**src/design/tmi_pkg.sv**
```systemverilog
package tmi_pkg;

  localparam int PROGRAM_DEPTH_DEF = 4096;
  localparam int TAPE_DEPTH_DEF = 32768;
  localparam int STACK_DEPTH_DEF = 1024;

  localparam logic [7:0] CH_INC = 8'h2B;
  localparam logic [7:0] CH_DEC = 8'h2D;
  localparam logic [7:0] CH_LEFT = 8'h3C;
  localparam logic [7:0] CH_RIGHT = 8'h3E;
  localparam logic [7:0] CH_OUT = 8'h2E;
  localparam logic [7:0] CH_IN = 8'h2C;
  localparam logic [7:0] CH_OPEN = 8'h5B;
  localparam logic [7:0] CH_CLOSE = 8'h5D;

  localparam logic [2:0] OP_INC = 3'd0;
  localparam logic [2:0] OP_DEC = 3'd1;
  localparam logic [2:0] OP_LEFT = 3'd2;
  localparam logic [2:0] OP_RIGHT = 3'd3;
  localparam logic [2:0] OP_OUT = 3'd4;
  localparam logic [2:0] OP_IN = 3'd5;
  localparam logic [2:0] OP_OPEN = 3'd6;
  localparam logic [2:0] OP_CLOSE = 3'd7;

  localparam logic [2:0] ST_OK = 3'd0;
  localparam logic [2:0] ST_UNMATCHED_CLOSE = 3'd1;
  localparam logic [2:0] ST_UNMATCHED_OPEN = 3'd2;
  localparam logic [2:0] ST_FULL = 3'd3;
  localparam logic [2:0] ST_NOT_LOADED = 3'd4;

  localparam logic [1:0] KIND_LOAD = 2'd0;
  localparam logic [1:0] KIND_END = 2'd1;
  localparam logic [1:0] KIND_STEP = 2'd2;

  localparam int UAW = 4;

  localparam logic [UAW-1:0] U_CLEAR = 4'd0;
  localparam logic [UAW-1:0] U_IDLE = 4'd1;
  localparam logic [UAW-1:0] U_LOAD = 4'd2;
  localparam logic [UAW-1:0] U_END = 4'd3;
  localparam logic [UAW-1:0] U_STEP = 4'd4;
  localparam logic [UAW-1:0] U_NONE = 4'd5;
  localparam logic [UAW-1:0] U_STORE = 4'd6;
  localparam logic [UAW-1:0] U_MATE = 4'd7;
  localparam logic [UAW-1:0] U_EXEC = 4'd8;
  localparam logic [UAW-1:0] U_CELL = 4'd9;
  localparam logic [UAW-1:0] U_RESP = 4'd10;

  localparam logic [3:0] ACT_NOP = 4'd0;
  localparam logic [3:0] ACT_CLEAR = 4'd1;
  localparam logic [3:0] ACT_WAIT = 4'd2;
  localparam logic [3:0] ACT_LOAD_CHECK = 4'd3;
  localparam logic [3:0] ACT_LOAD_STORE = 4'd4;
  localparam logic [3:0] ACT_LOAD_MATE = 4'd5;
  localparam logic [3:0] ACT_END = 4'd6;
  localparam logic [3:0] ACT_FETCH = 4'd7;
  localparam logic [3:0] ACT_EXEC = 4'd8;
  localparam logic [3:0] ACT_CELL = 4'd9;
  localparam logic [3:0] ACT_RESP = 4'd10;

  localparam logic [2:0] COND_ALWAYS = 3'd0;
  localparam logic [2:0] COND_CLR_DONE = 3'd1;
  localparam logic [2:0] COND_DISPATCH = 3'd2;
  localparam logic [2:0] COND_LOAD_SKIP = 3'd3;
  localparam logic [2:0] COND_NOT_CLOSE = 3'd4;
  localparam logic [2:0] COND_STEP_IDLE = 3'd5;
  localparam logic [2:0] COND_MOVE = 3'd6;
  localparam logic [2:0] COND_RSP_FREE = 3'd7;

  typedef struct packed {
    logic [3:0] act;
    logic [2:0] cond;
    logic [UAW-1:0] t_true;
    logic [UAW-1:0] t_false;
  } ucode_t;

  typedef struct packed {
    logic accept;
    logic [1:0] kind;
    logic clr_done;
    logic load_skip;
    logic not_close;
    logic step_idle;
    logic move;
    logic rsp_free;
  } flags_t;

  typedef struct packed {
    logic cmd;
    logic [2:0] op;
  } cmd_t;

  function automatic cmd_t decode_char(input logic [7:0] c);
    cmd_t d;
    d.cmd = 1'b1;
    d.op = OP_INC;
    case (c)
      CH_INC: d.op = OP_INC;
      CH_DEC: d.op = OP_DEC;
      CH_LEFT: d.op = OP_LEFT;
      CH_RIGHT: d.op = OP_RIGHT;
      CH_OUT: d.op = OP_OUT;
      CH_IN: d.op = OP_IN;
      CH_OPEN: d.op = OP_OPEN;
      CH_CLOSE: d.op = OP_CLOSE;
      default: d.cmd = 1'b0;
    endcase
    return d;
  endfunction

  // The dispatch step jumps to U_LOAD plus the item kind.
  function automatic ucode_t ucode_rom(input logic [UAW-1:0] a);
    ucode_t w;
    unique case (a)
      U_CLEAR: w = '{ACT_CLEAR, COND_CLR_DONE, U_IDLE, U_CLEAR};
      U_IDLE: w = '{ACT_WAIT, COND_DISPATCH, U_LOAD, U_IDLE};
      U_LOAD: w = '{ACT_LOAD_CHECK, COND_LOAD_SKIP, U_RESP, U_STORE};
      U_END: w = '{ACT_END, COND_ALWAYS, U_RESP, U_RESP};
      U_STEP: w = '{ACT_FETCH, COND_STEP_IDLE, U_RESP, U_EXEC};
      U_NONE: w = '{ACT_NOP, COND_ALWAYS, U_RESP, U_RESP};
      U_STORE: w = '{ACT_LOAD_STORE, COND_NOT_CLOSE, U_RESP, U_MATE};
      U_MATE: w = '{ACT_LOAD_MATE, COND_ALWAYS, U_RESP, U_RESP};
      U_EXEC: w = '{ACT_EXEC, COND_MOVE, U_CELL, U_RESP};
      U_CELL: w = '{ACT_CELL, COND_ALWAYS, U_RESP, U_RESP};
      U_RESP: w = '{ACT_RESP, COND_RSP_FREE, U_IDLE, U_RESP};
      default: w = '{ACT_NOP, COND_ALWAYS, U_IDLE, U_IDLE};
    endcase
    return w;
  endfunction

endpackage

```
**src/design/tmi_useq.sv**
```systemverilog
module tmi_useq (
  input  logic clk,
  input  logic rst,
  input  tmi_pkg::flags_t flags,
  output tmi_pkg::ucode_t ctrl
);

  logic [tmi_pkg::UAW-1:0] upc;
  logic [tmi_pkg::UAW-1:0] upc_next;
  logic taken;

  assign ctrl = tmi_pkg::ucode_rom(upc);

  always_comb begin
    taken = 1'b1;
    unique case (ctrl.cond)
      tmi_pkg::COND_ALWAYS: taken = 1'b1;
      tmi_pkg::COND_CLR_DONE: taken = flags.clr_done;
      tmi_pkg::COND_DISPATCH: taken = flags.accept;
      tmi_pkg::COND_LOAD_SKIP: taken = flags.load_skip;
      tmi_pkg::COND_NOT_CLOSE: taken = flags.not_close;
      tmi_pkg::COND_STEP_IDLE: taken = flags.step_idle;
      tmi_pkg::COND_MOVE: taken = flags.move;
      tmi_pkg::COND_RSP_FREE: taken = flags.rsp_free;
      default: taken = 1'b1;
    endcase
    if (!taken) begin
      upc_next = ctrl.t_false;
    end else if (ctrl.cond == tmi_pkg::COND_DISPATCH) begin
      upc_next = ctrl.t_true + {2'b00, flags.kind};
    end else begin
      upc_next = ctrl.t_true;
    end
  end

  always_ff @(posedge clk) begin
    if (rst) begin
      upc <= tmi_pkg::U_CLEAR;
    end else begin
      upc <= upc_next;
    end
  end

  a_upc_range: assert property (@(posedge clk) disable iff (rst) upc <= tmi_pkg::U_RESP)
    else $error("Microcode address left the program.");

  a_wait_at_idle: assert property (@(posedge clk) disable iff (rst)
    flags.accept |=> $past(upc) == tmi_pkg::U_IDLE && upc != tmi_pkg::U_IDLE)
    else $error("An item was taken outside the idle step.");

  a_resp_to_idle: assert property (@(posedge clk) disable iff (rst)
    upc == tmi_pkg::U_RESP && flags.rsp_free |=> upc == tmi_pkg::U_IDLE)
    else $error("Result step did not return to idle.");

endmodule

```
**config.mk**
```make
export PLATFORM = sky130hd
export DESIGN_NAME = tmi_useq
export DESIGN_NICKNAME = d
export VERILOG_FILES = /design/src/design/tmi_pkg.sv /design/src/design/tmi_useq.sv
export SDC_FILE = /design/constraint.sdc
export NUM_CORES = 1
export LEC_CHECK = 0
export ABC_CLOCK_PERIOD_IN_PS = 2500
export BUFFER_PORTS_ARGS = -buffer_cell sky130_fd_sc_hd__buf_2
export CAP_MARGIN = 40
export CORE_AREA = 5 5 63 65
export DETAILED_ROUTE_END_ITERATION = 8
export DIE_AREA = 0 0 68 70
export HOLD_SLACK_MARGIN = 0.1
export PLACE_DENSITY = 0.5
export SLEW_MARGIN = 10
export SYNTH_ARGS = -nofsm -noshare
export SYNTH_HDL_FRONTEND = slang
export SYNTH_SLANG_ARGS = --single-unit
export TNS_END_PERCENT = 100
```
**constraint.sdc**
```tcl
create_clock -name clk -period 2.5 [get_ports clk]
set_input_delay 0.5 -clock clk [delete_from_list [all_inputs] [get_ports clk]]
set_output_delay 0.5 -clock clk [all_outputs]
set_load 0.005 [all_outputs]
```
==> results by group, run 1 <==
Run status
  – Status: complete, no violations

Detailed routing
  – TritonRoute pass-1 iters: 3
  – DRC viols: 0
  – DR WL/cell: 12.26 um
  – Vias: approximately 870
  – Vias per cell: 4.565
  – WL final: 2341 um
  – Iter 0 DRT Violations: 10
  – Post-route antenna net violation count: 0

Finish
  – Fin nets: 165
  – Fin area: 1282 um^2
  – Fill cell count: 366
  – Final Core Density: 39.05%
  – Layout cell share with drive strength beyond 1: 41.38%
  – Largest register FFs: 14
  – # diodes: 0
  – Area growth syn-to-layout: 36.12%
  – Final std cells w/o fill: 191

Logic synthesis
  – Mapped Avg Cell Area: about 9.3 um^2
  – Yosys warns: 0
  – Syn nets: 120
  – Sequential area share after synthesis: 29.75%
  – Library cells used by synthesis: 34
  – Mapped Area: 942.2 um^2
  – Yosys reg bits: 14
  – Syn Inst Count: 101

Floorplan
  – Initial Util: 28.69%
  – Die footprint: 4760 um^2
  – Die height: roughly 70 um
  – Row count: 21
  – Core Region: about 3300 um^2
  – Die X: 68 um
  – I/O pin count: 26

Clock network
  – Buffer count from post-CTS setup fixing: 0
  – CTS clk-pin slew, worst paths: around 0.08 ns
  – CTS H-tree depth: 1
  – CTS max path bufs: 2
  – Worst-skew pair later-pin latency: 0.28 ns
  – Clk root buf: clkbuf_4
  – Num CTS Buffers: 3
  – CTS tree: built
  – Num Clock Sinks: 14

Power and ir drop
  – Power per cell area: 1412 nW/um^2
  – Worst VDD drop: 0.0005657 V
  – P_leak: 0.6200 nW

Place
  – Place WS: -0.1198 ns
  – Placed cells: 187
  – Port bufs: 24
  – DP Area: 1232 um^2
  – RD Place Congestion: around 0.79
  – DPL Wire Length: 1934 um

Critical path
  – Crit-path max FO: 7
  – Critical path endpoint category: flip-flop
  – Setup CP Type: reg2reg
  – WP data arrival: 2.51 ns
  – R2R setup slack: 0.17 ns
  – Startpoint types: flip-flop
  – CP required: 2.68 ns

Global routing
  – Initial antenna violation count: 0
  – GRT Residual Overflow: 0
  – Vias in the first global route: approximately 910
  – First-pass GRT wire length: 3946 um
  – Tot GR Track Use: 10.56%
  – Largest net degree at the start of global routing: 15

Timing
  – Achievable Freq: 428.7 MHz
  – RSZ-0062 raised after global routing: false
  – Clock Skews: 0.004327 ns
  – Hold Fails Final Rpt: 0
  – Fin crit period: 2.333 ns
  – Slew Viols, Final: 0
  – Period utilization: 93.31%
  – Setup WS post-layout: 0.1673 ns
  – Final setup viols: 0
  – Setup TNS: 0 ns

Flow run
  – Max-cap violation count: 0

Hold path
  – HP Class: in2reg
[kinds of logic after synthesis]
logic type | Yosys count | share of synthesized area (%)
other cells | 1 | 0.3980
xor+xnor | 1 | 0.9298
flops | 14 | 29.75
simple gates | 30 | 16.33
fa+ha+maj | 8 | 11.42
mux | 13 | 15.67
compound gates | 24 | 18.72
buf+inv | 10 | 6.773
[final cells by class]
cell class                      count  area [um^2]  area share, %
Inverter                            6        22.52          1.756
Multi-Input combinational cell     77        614.3          47.90
Tap cell                           46        57.56          4.488
Timing Repair Buffer               44        270.3          21.07
Sequential cell                    14        281.5          21.95
Clock buffer                        4        36.28          2.829
[cell usage in the layout (no fill, tap or decap), types with 2 or more instances in the layout]
| cell | Yosys | final |
|---|---|---|
| buf_2 | 0 | 24 |
| buf_4 | 1 | 20 |
| dfxtp_1 | 14 | 13 |
| nand2_1 | 9 | 9 |
| nor2_1 | 9 | 9 |
| ha_1 | 7 | 7 |
| inv_1 | 6 | 6 |
| mux2i_1 | 7 | 6 |
| a21oi_1 | 7 | 6 |
| nor2b_1 | 4 | 4 |
| nand2b_1 | 3 | 3 |
| o22ai_1 | 3 | 3 |
| clkbuf_4 | 0 | 3 |
| mux2_4 | 2 | 2 |
| a211oi_1 | 2 | 2 |
| nand3b_1 | 2 | 2 |
| mux2_2 | 2 | 2 |
| a21o_1 | 2 | 2 |
| o22a_1 | 2 | 2 |
[power by group]
group	total [mW]	switching (mW)	internal, mW
registers	0.436	0.0995	0.337
logic	1.22	0.554	0.663
clock network	0.158	0.0691	0.0886
total	1.81	0.723	1.09
[cell usage after synthesis]
master     instances  share of area (%)
o2bb2ai_1          1               0.93
inv_1              6                2.4
a21o_1             2                1.6
a22oi_1            1               0.80
xor2_1             1               0.93
mux2i_2            1                1.5
mux2i_1            7                7.4
a31oi_1            1               0.66
nor3b_2            1                1.3
nand3_2            1                1.1
a211oi_1           2                1.6
a221oi_1           1               0.93
buf_6              3                3.6
mux2_1             1                1.2
o2bb2ai_2          1                1.6
fa_1               1                2.1
nor2b_1            4                2.7
nand2b_1           3                2.0
mux2_4             2                3.2
nor3_1             1               0.53
conb_1             1               0.40
a21oi_1            7                3.7
nand2_1            9                3.6
a22o_1             1               0.93
ha_1               7                9.3
buf_4              1               0.80
o22ai_1            3                2.0
o22a_1             2                1.9
mux2_2             2                2.4
a311oi_2           1                1.6
dfxtp_1           14                 30
nand3b_1           2                1.6
o21ai_0            1               0.53
nor2_1             9                3.6
[metrics by stage]
stage / hold WS (ns) / total power, mW
floorplan: 0.6197 / 1.174
global placement: 0.6889 / 1.628
detailed placement: 0.6806 / 1.643
CTS: 0.6162 / 1.812
global route: 0.6530 / 1.990
finish: 0.6313 / 1.811
[metal layers]
metal	part of all wire, %	global-route usage [%]
met1	46	13.45
met2	48	17.24
met3	4.4	1.763
met4	1.5	4.194
met5	0	0
[worst paths after layout]
kind	to	from	cells after the start
max	ctrl[0]	ctrl[10]	8
min	ctrl[1]	rst	3
max reg2reg	ctrl[0]	ctrl[10]	8
min reg2reg	ctrl[3]	ctrl[1]	3
[what timing repair did]
action,CTS,global route
gates resized for setup,0,3
setup endpoints to repair,0,4
hold buffers,0,0
[worst max-delay path: stages, from the launching register on]
cell and delay [ns]:
dfxtp_2 0.42, mux2_4 0.32, a311oi_2 0.26, buf_4 0.19, mux2i_4 0.25, inv_1 0.08, ha_1 0.25, mux2_1 0.31
o22a_1 0.15
No activity file was read; power rests on OpenSTA's default activity.
==> inputs of run 2 (changes only) <==
- ABC_AREA: not set -> 1
- CORE_AREA: 5 5 63 65 -> 5 5 62 64
- DIE_AREA: 0 0 68 70 -> 0 0 67 69
- PLACE_DENSITY: 0.5 -> 0.52
- RECOVER_POWER: not set -> 25
==> results by group, run 2 <==
Run status
  – Status: complete, no violations (unchanged)

Floorplan
  – Initial Util: 29.07% (was 28.69%)
  – Die X: 67 um (was 68 um)
  – Row count: 21 (unchanged)
  – Core Region: 3232 um^2 (was 3284 um^2)
  – Die height: 69 um (was 70 um)
  – Die footprint: 4623 um^2 (was 4760 um^2)
  – I/O pin count: 26 (unchanged)

Place
  – Place WS: -0.03246 ns (was -0.1198 ns)
  – Placed cells: 211 (was 187)
  – DPL Wire Length: 1654 um (was 1934 um)
  – DP Area: 1121 um^2 (was 1232 um^2)
  – Port bufs: 24 (unchanged)
  – RD Place Congestion: 0.8257 (was 0.7899)

Finish
  – Commonest non-fill, non-tap cell in the layout: nand2_1 (was buf_2)
  – # diodes: 0 (unchanged)
  – Final std cells w/o fill: 215 (was 191)
  – Commonest non-fill, non-tap cells in the layout: 49 x nand2_1, 21 x inv_1, 20 x buf_2 (was 24 x buf_2, 20 x buf_4, 13 x dfxtp_1)
  – Area growth syn-to-layout: 22.64% (was 36.12%)
  – Layout cell share with drive strength beyond 1: 24.26% (was 41.38%)
  – Largest register FFs: 14 (unchanged)
  – Fin area: 1152 um^2 (was 1282 um^2)
  – Fin nets: 189 (was 165)

Critical path
  – CP Launch Point: ctrl[4] (was ctrl[10])
  – Worst path bufs/invs: 1 (was 2)
  – Worst r2r dst: ctrl[11] (was ctrl[0])
  – CP top delay family: adder cells (was multiplexers)
  – Reg-to-Reg Start: ctrl[4] (was ctrl[10])
  – Crit path max-delay cell type: fa_1 (was dfxtp_2)
  – Critical path's largest stage delay: 0.48 ns (was 0.42 ns)
  – Cell mode on critical path: nand2_1
  – Critical Path Stages: 13 (was 8)
  – Setup CP Type: reg2reg (unchanged)
  – Critical path endpoint category: flip-flop (unchanged)
  – Critical-path cell list: ha_1 -> fa_1 -> nand2_1 -> nand2_1 -> inv_1 -> nand2_1 -> nand3_1 -> ha_1 -> or2_2 -> nand2_1 -> nand2_1 -> nand2_1 -> nand2_1 (was mux2_4 -> a311oi_2 -> buf_4 -> mux2i_4 -> inv_1 -> ha_1 -> mux2_1 -> o22a_1)
  – CP required: 2.68 ns (about the same)
  – Crit-path max FO: 3 (was 7)
  – Worst Reg-to-Reg Cells: 13 (was 8)
  – Startpoint types: flip-flop (unchanged)
  – Setup crit end: ctrl[11] (was ctrl[0])
  – R2R setup slack: 0.27 ns (was 0.17 ns)
  – WP data arrival: 2.42 ns (was 2.51 ns)

Timing
  – Worst hold slack: 0.6939 ns (was 0.6313 ns)
  – RSZ-0062 raised after global routing: false (unchanged)
  – Hold Fails Final Rpt: 0 (unchanged)
  – Period utilization: 89.37% (was 93.31%)
  – Slew Viols, Final: 0 (unchanged)
  – Setup WS post-layout: 0.2658 ns (was 0.1673 ns)
  – Clock Skews: 0.002851 ns (was 0.004327 ns)
  – Final setup viols: 0 (unchanged)
  – Fin crit period: 2.234 ns (was 2.333 ns)
  – Achievable Freq: 447.6 MHz (was 428.7 MHz)
  – Setup TNS: 0 ns (unchanged)

Detailed routing
  – DR WL/cell: 9.628 um (was 12.26 um)
  – WL final: 2070 um (was 2341 um)
  – DRC viols: 0 (unchanged)
  – Iter 0 DRT Violations: 50 (was 10)
  – Vias per cell: 4.228 (was 4.565)
  – Vias: 909 (was 872)
  – TritonRoute pass-1 iters: 4 (was 3)
  – Post-route antenna net violation count: 0 (unchanged)

Flow run
  – Max-cap violation count: 0 (unchanged)

Logic synthesis
  – Yosys warns: 0 (unchanged)
  – Library cells used by synthesis: 20 (was 34)
  – Main flop type after synthesis: dfxtp_1 (unchanged)
  – Area leader, netlist: dfxtp_1 (unchanged)
  – Synth area leaders: dfxtp_1 30%, nand2_1 20%, ha_1 9.3% (was dfxtp_1 30%, ha_1 9.3%, mux2i_1 7.4%)
  – Sequential area share after synthesis: 29.83% (was 29.75%)
  – Syn nets: 159 (was 120)
  – Most frequent cells after synthesis: 49 x nand2_1, 21 x inv_1, 17 x nand3_1 (was 14 x dfxtp_1, 9 x nand2_1, 9 x nor2_1)
  – Yosys reg bits: 14 (unchanged)
  – Post-synth EDFFs: 0 (unchanged)
  – Synth top area share: 29.83% (was 29.75%)
  – Asr flop ratio synth: 0% (unchanged)
  – Most common cell in the netlist: nand2_1 (was dfxtp_1)
  – Mapped Area: 939.7 um^2 (was 942.2 um^2)
  – Mapped Avg Cell Area: 6.712 um^2 (was 9.328 um^2)
  – Syn Inst Count: 140 (was 101)

Hold path
  – HP Class: reg2reg (was in2reg)

Clock network
  – Clk root buf: clkbuf_4 (unchanged)
  – Worst-skew pair later-pin latency: 0.28 ns (about the same)
  – Num Clock Sinks: 14 (unchanged)
  – CTS max path bufs: 2 (unchanged)
  – Hold_buf cts: 0 (unchanged)
  – CTS clk-pin slew, worst paths: 0.09 ns (was 0.08 ns)
  – CTS H-tree depth: 1 (unchanged)
  – # resized after CTS: 0 (unchanged)
  – Num CTS Buffers: 3 (unchanged)
  – CTS tree: built (unchanged)
  – Buffer count from post-CTS setup fixing: 0 (unchanged)

Global routing
  – Initial antenna violation count: 0 (unchanged)
  – First-pass GRT wire length: 3470 um (was 3946 um)
  – GR Util met3: 1.136% (was 1.763%)
  – GRT Max-Usage Layer: met2 (unchanged)
  – Largest net degree at the start of global routing: 17 (was 15)
  – Vias in the first global route: 788 (was 905)
  – GRT met1 Usage: 11.61% (was 13.45%)
  – Met2 Track Usage GR: 15.28% (was 17.24%)
  – Tot GR Track Use: 9.505% (was 10.56%)
  – GRT Residual Overflow: 0 (unchanged)

Power and ir drop
  – P_leak: 0.6708 nW (was 0.6200 nW)
  – Power per cell area: 1434 nW/um^2 (was 1412 nW/um^2)
  – Worst VDD drop: 0.0003347 V (was 0.0005657 V)
run 2: changes by cell type in the layout (fill, tap and decap cells not counted), sizes merged, moves of 5 or more:
cell,previous run,this run
mux2i,8,0
inv,6,22
nand3,1,20
mux2,5,0
nand2,9,53
buf,44,25
a21oi,7,0
run 2: tightest hold or removal path, stage by stage, from the launching register on:
cell     delay, ns
dfxtp_1       0.34
nor2_4        0.14
nor2_4        0.08
nand2_1       0.06
nand2_1       0.04
run 2: cells by family after synthesis:
group	after synthesis	share of synthesized area, %
DFF	14	29.83
and+or+nand+nor	88	44.74
AOI/OAI and AO/OA	3	1.597
buffers and inverters	26	11.98
adders and majority gates	8	11.45
other	1	0.3991
run 2: final cells by class:
| cell class | instances | area (um^2) |
|---|---|---|
| Inverter | 23 | 86.33 |
| Timing Repair Buffer | 28 | 145.1 |
| Tap cell | 46 | 57.56 |
| Multi-Input combinational cell | 100 | 546.8 |
| Sequential cell | 14 | 280.3 |
| Clock buffer | 4 | 36.28 |
| Fill cell | 346 | 2079 |
run 2: metal layers:
metal | wire [um] | share of wire, %
met5 | 0 | 0
met4 | 45 | 2.2
met3 | 77 | 3.7
met2 | 1006 | 49
met1 | 940 | 45
run 2: worst min-delay path by stage:
| stage | start | end | cells after the start |
|---|---|---|---|
| 2_1_floorplan | ctrl[7] | ctrl[1] | 5 |
| 3_3_place_gp | ctrl[3] | ctrl[14] | 4 |
| 3_5_place_dp | ctrl[3] | ctrl[4] | 4 |
| 4_1_cts | ctrl[3] | ctrl[4] | 4 |
| 5_1_grt | ctrl[3] | ctrl[4] | 4 |
| 6_report | ctrl[3] | ctrl[4] | 4 |
run 2: metrics by stage:
step | total power [mW] | util [%]
5_1_grt | 1.857 | 35.66
2_1_floorplan | 1.211 | -
3_3_place_gp | 1.519 | 34.69
4_1_cts | 1.681 | 35.81
3_5_place_dp | 1.514 | 34.69
6_report | 1.652 | 35.66
run 2: power breakdown:
part           internal [mW]  leakage [nW]  switching (mW)  total [mW]
clock                 0.0887        0.0210          0.0756       0.164
sequential             0.340         0.117          0.0735       0.414
combinational          0.422         0.533           0.652        1.07
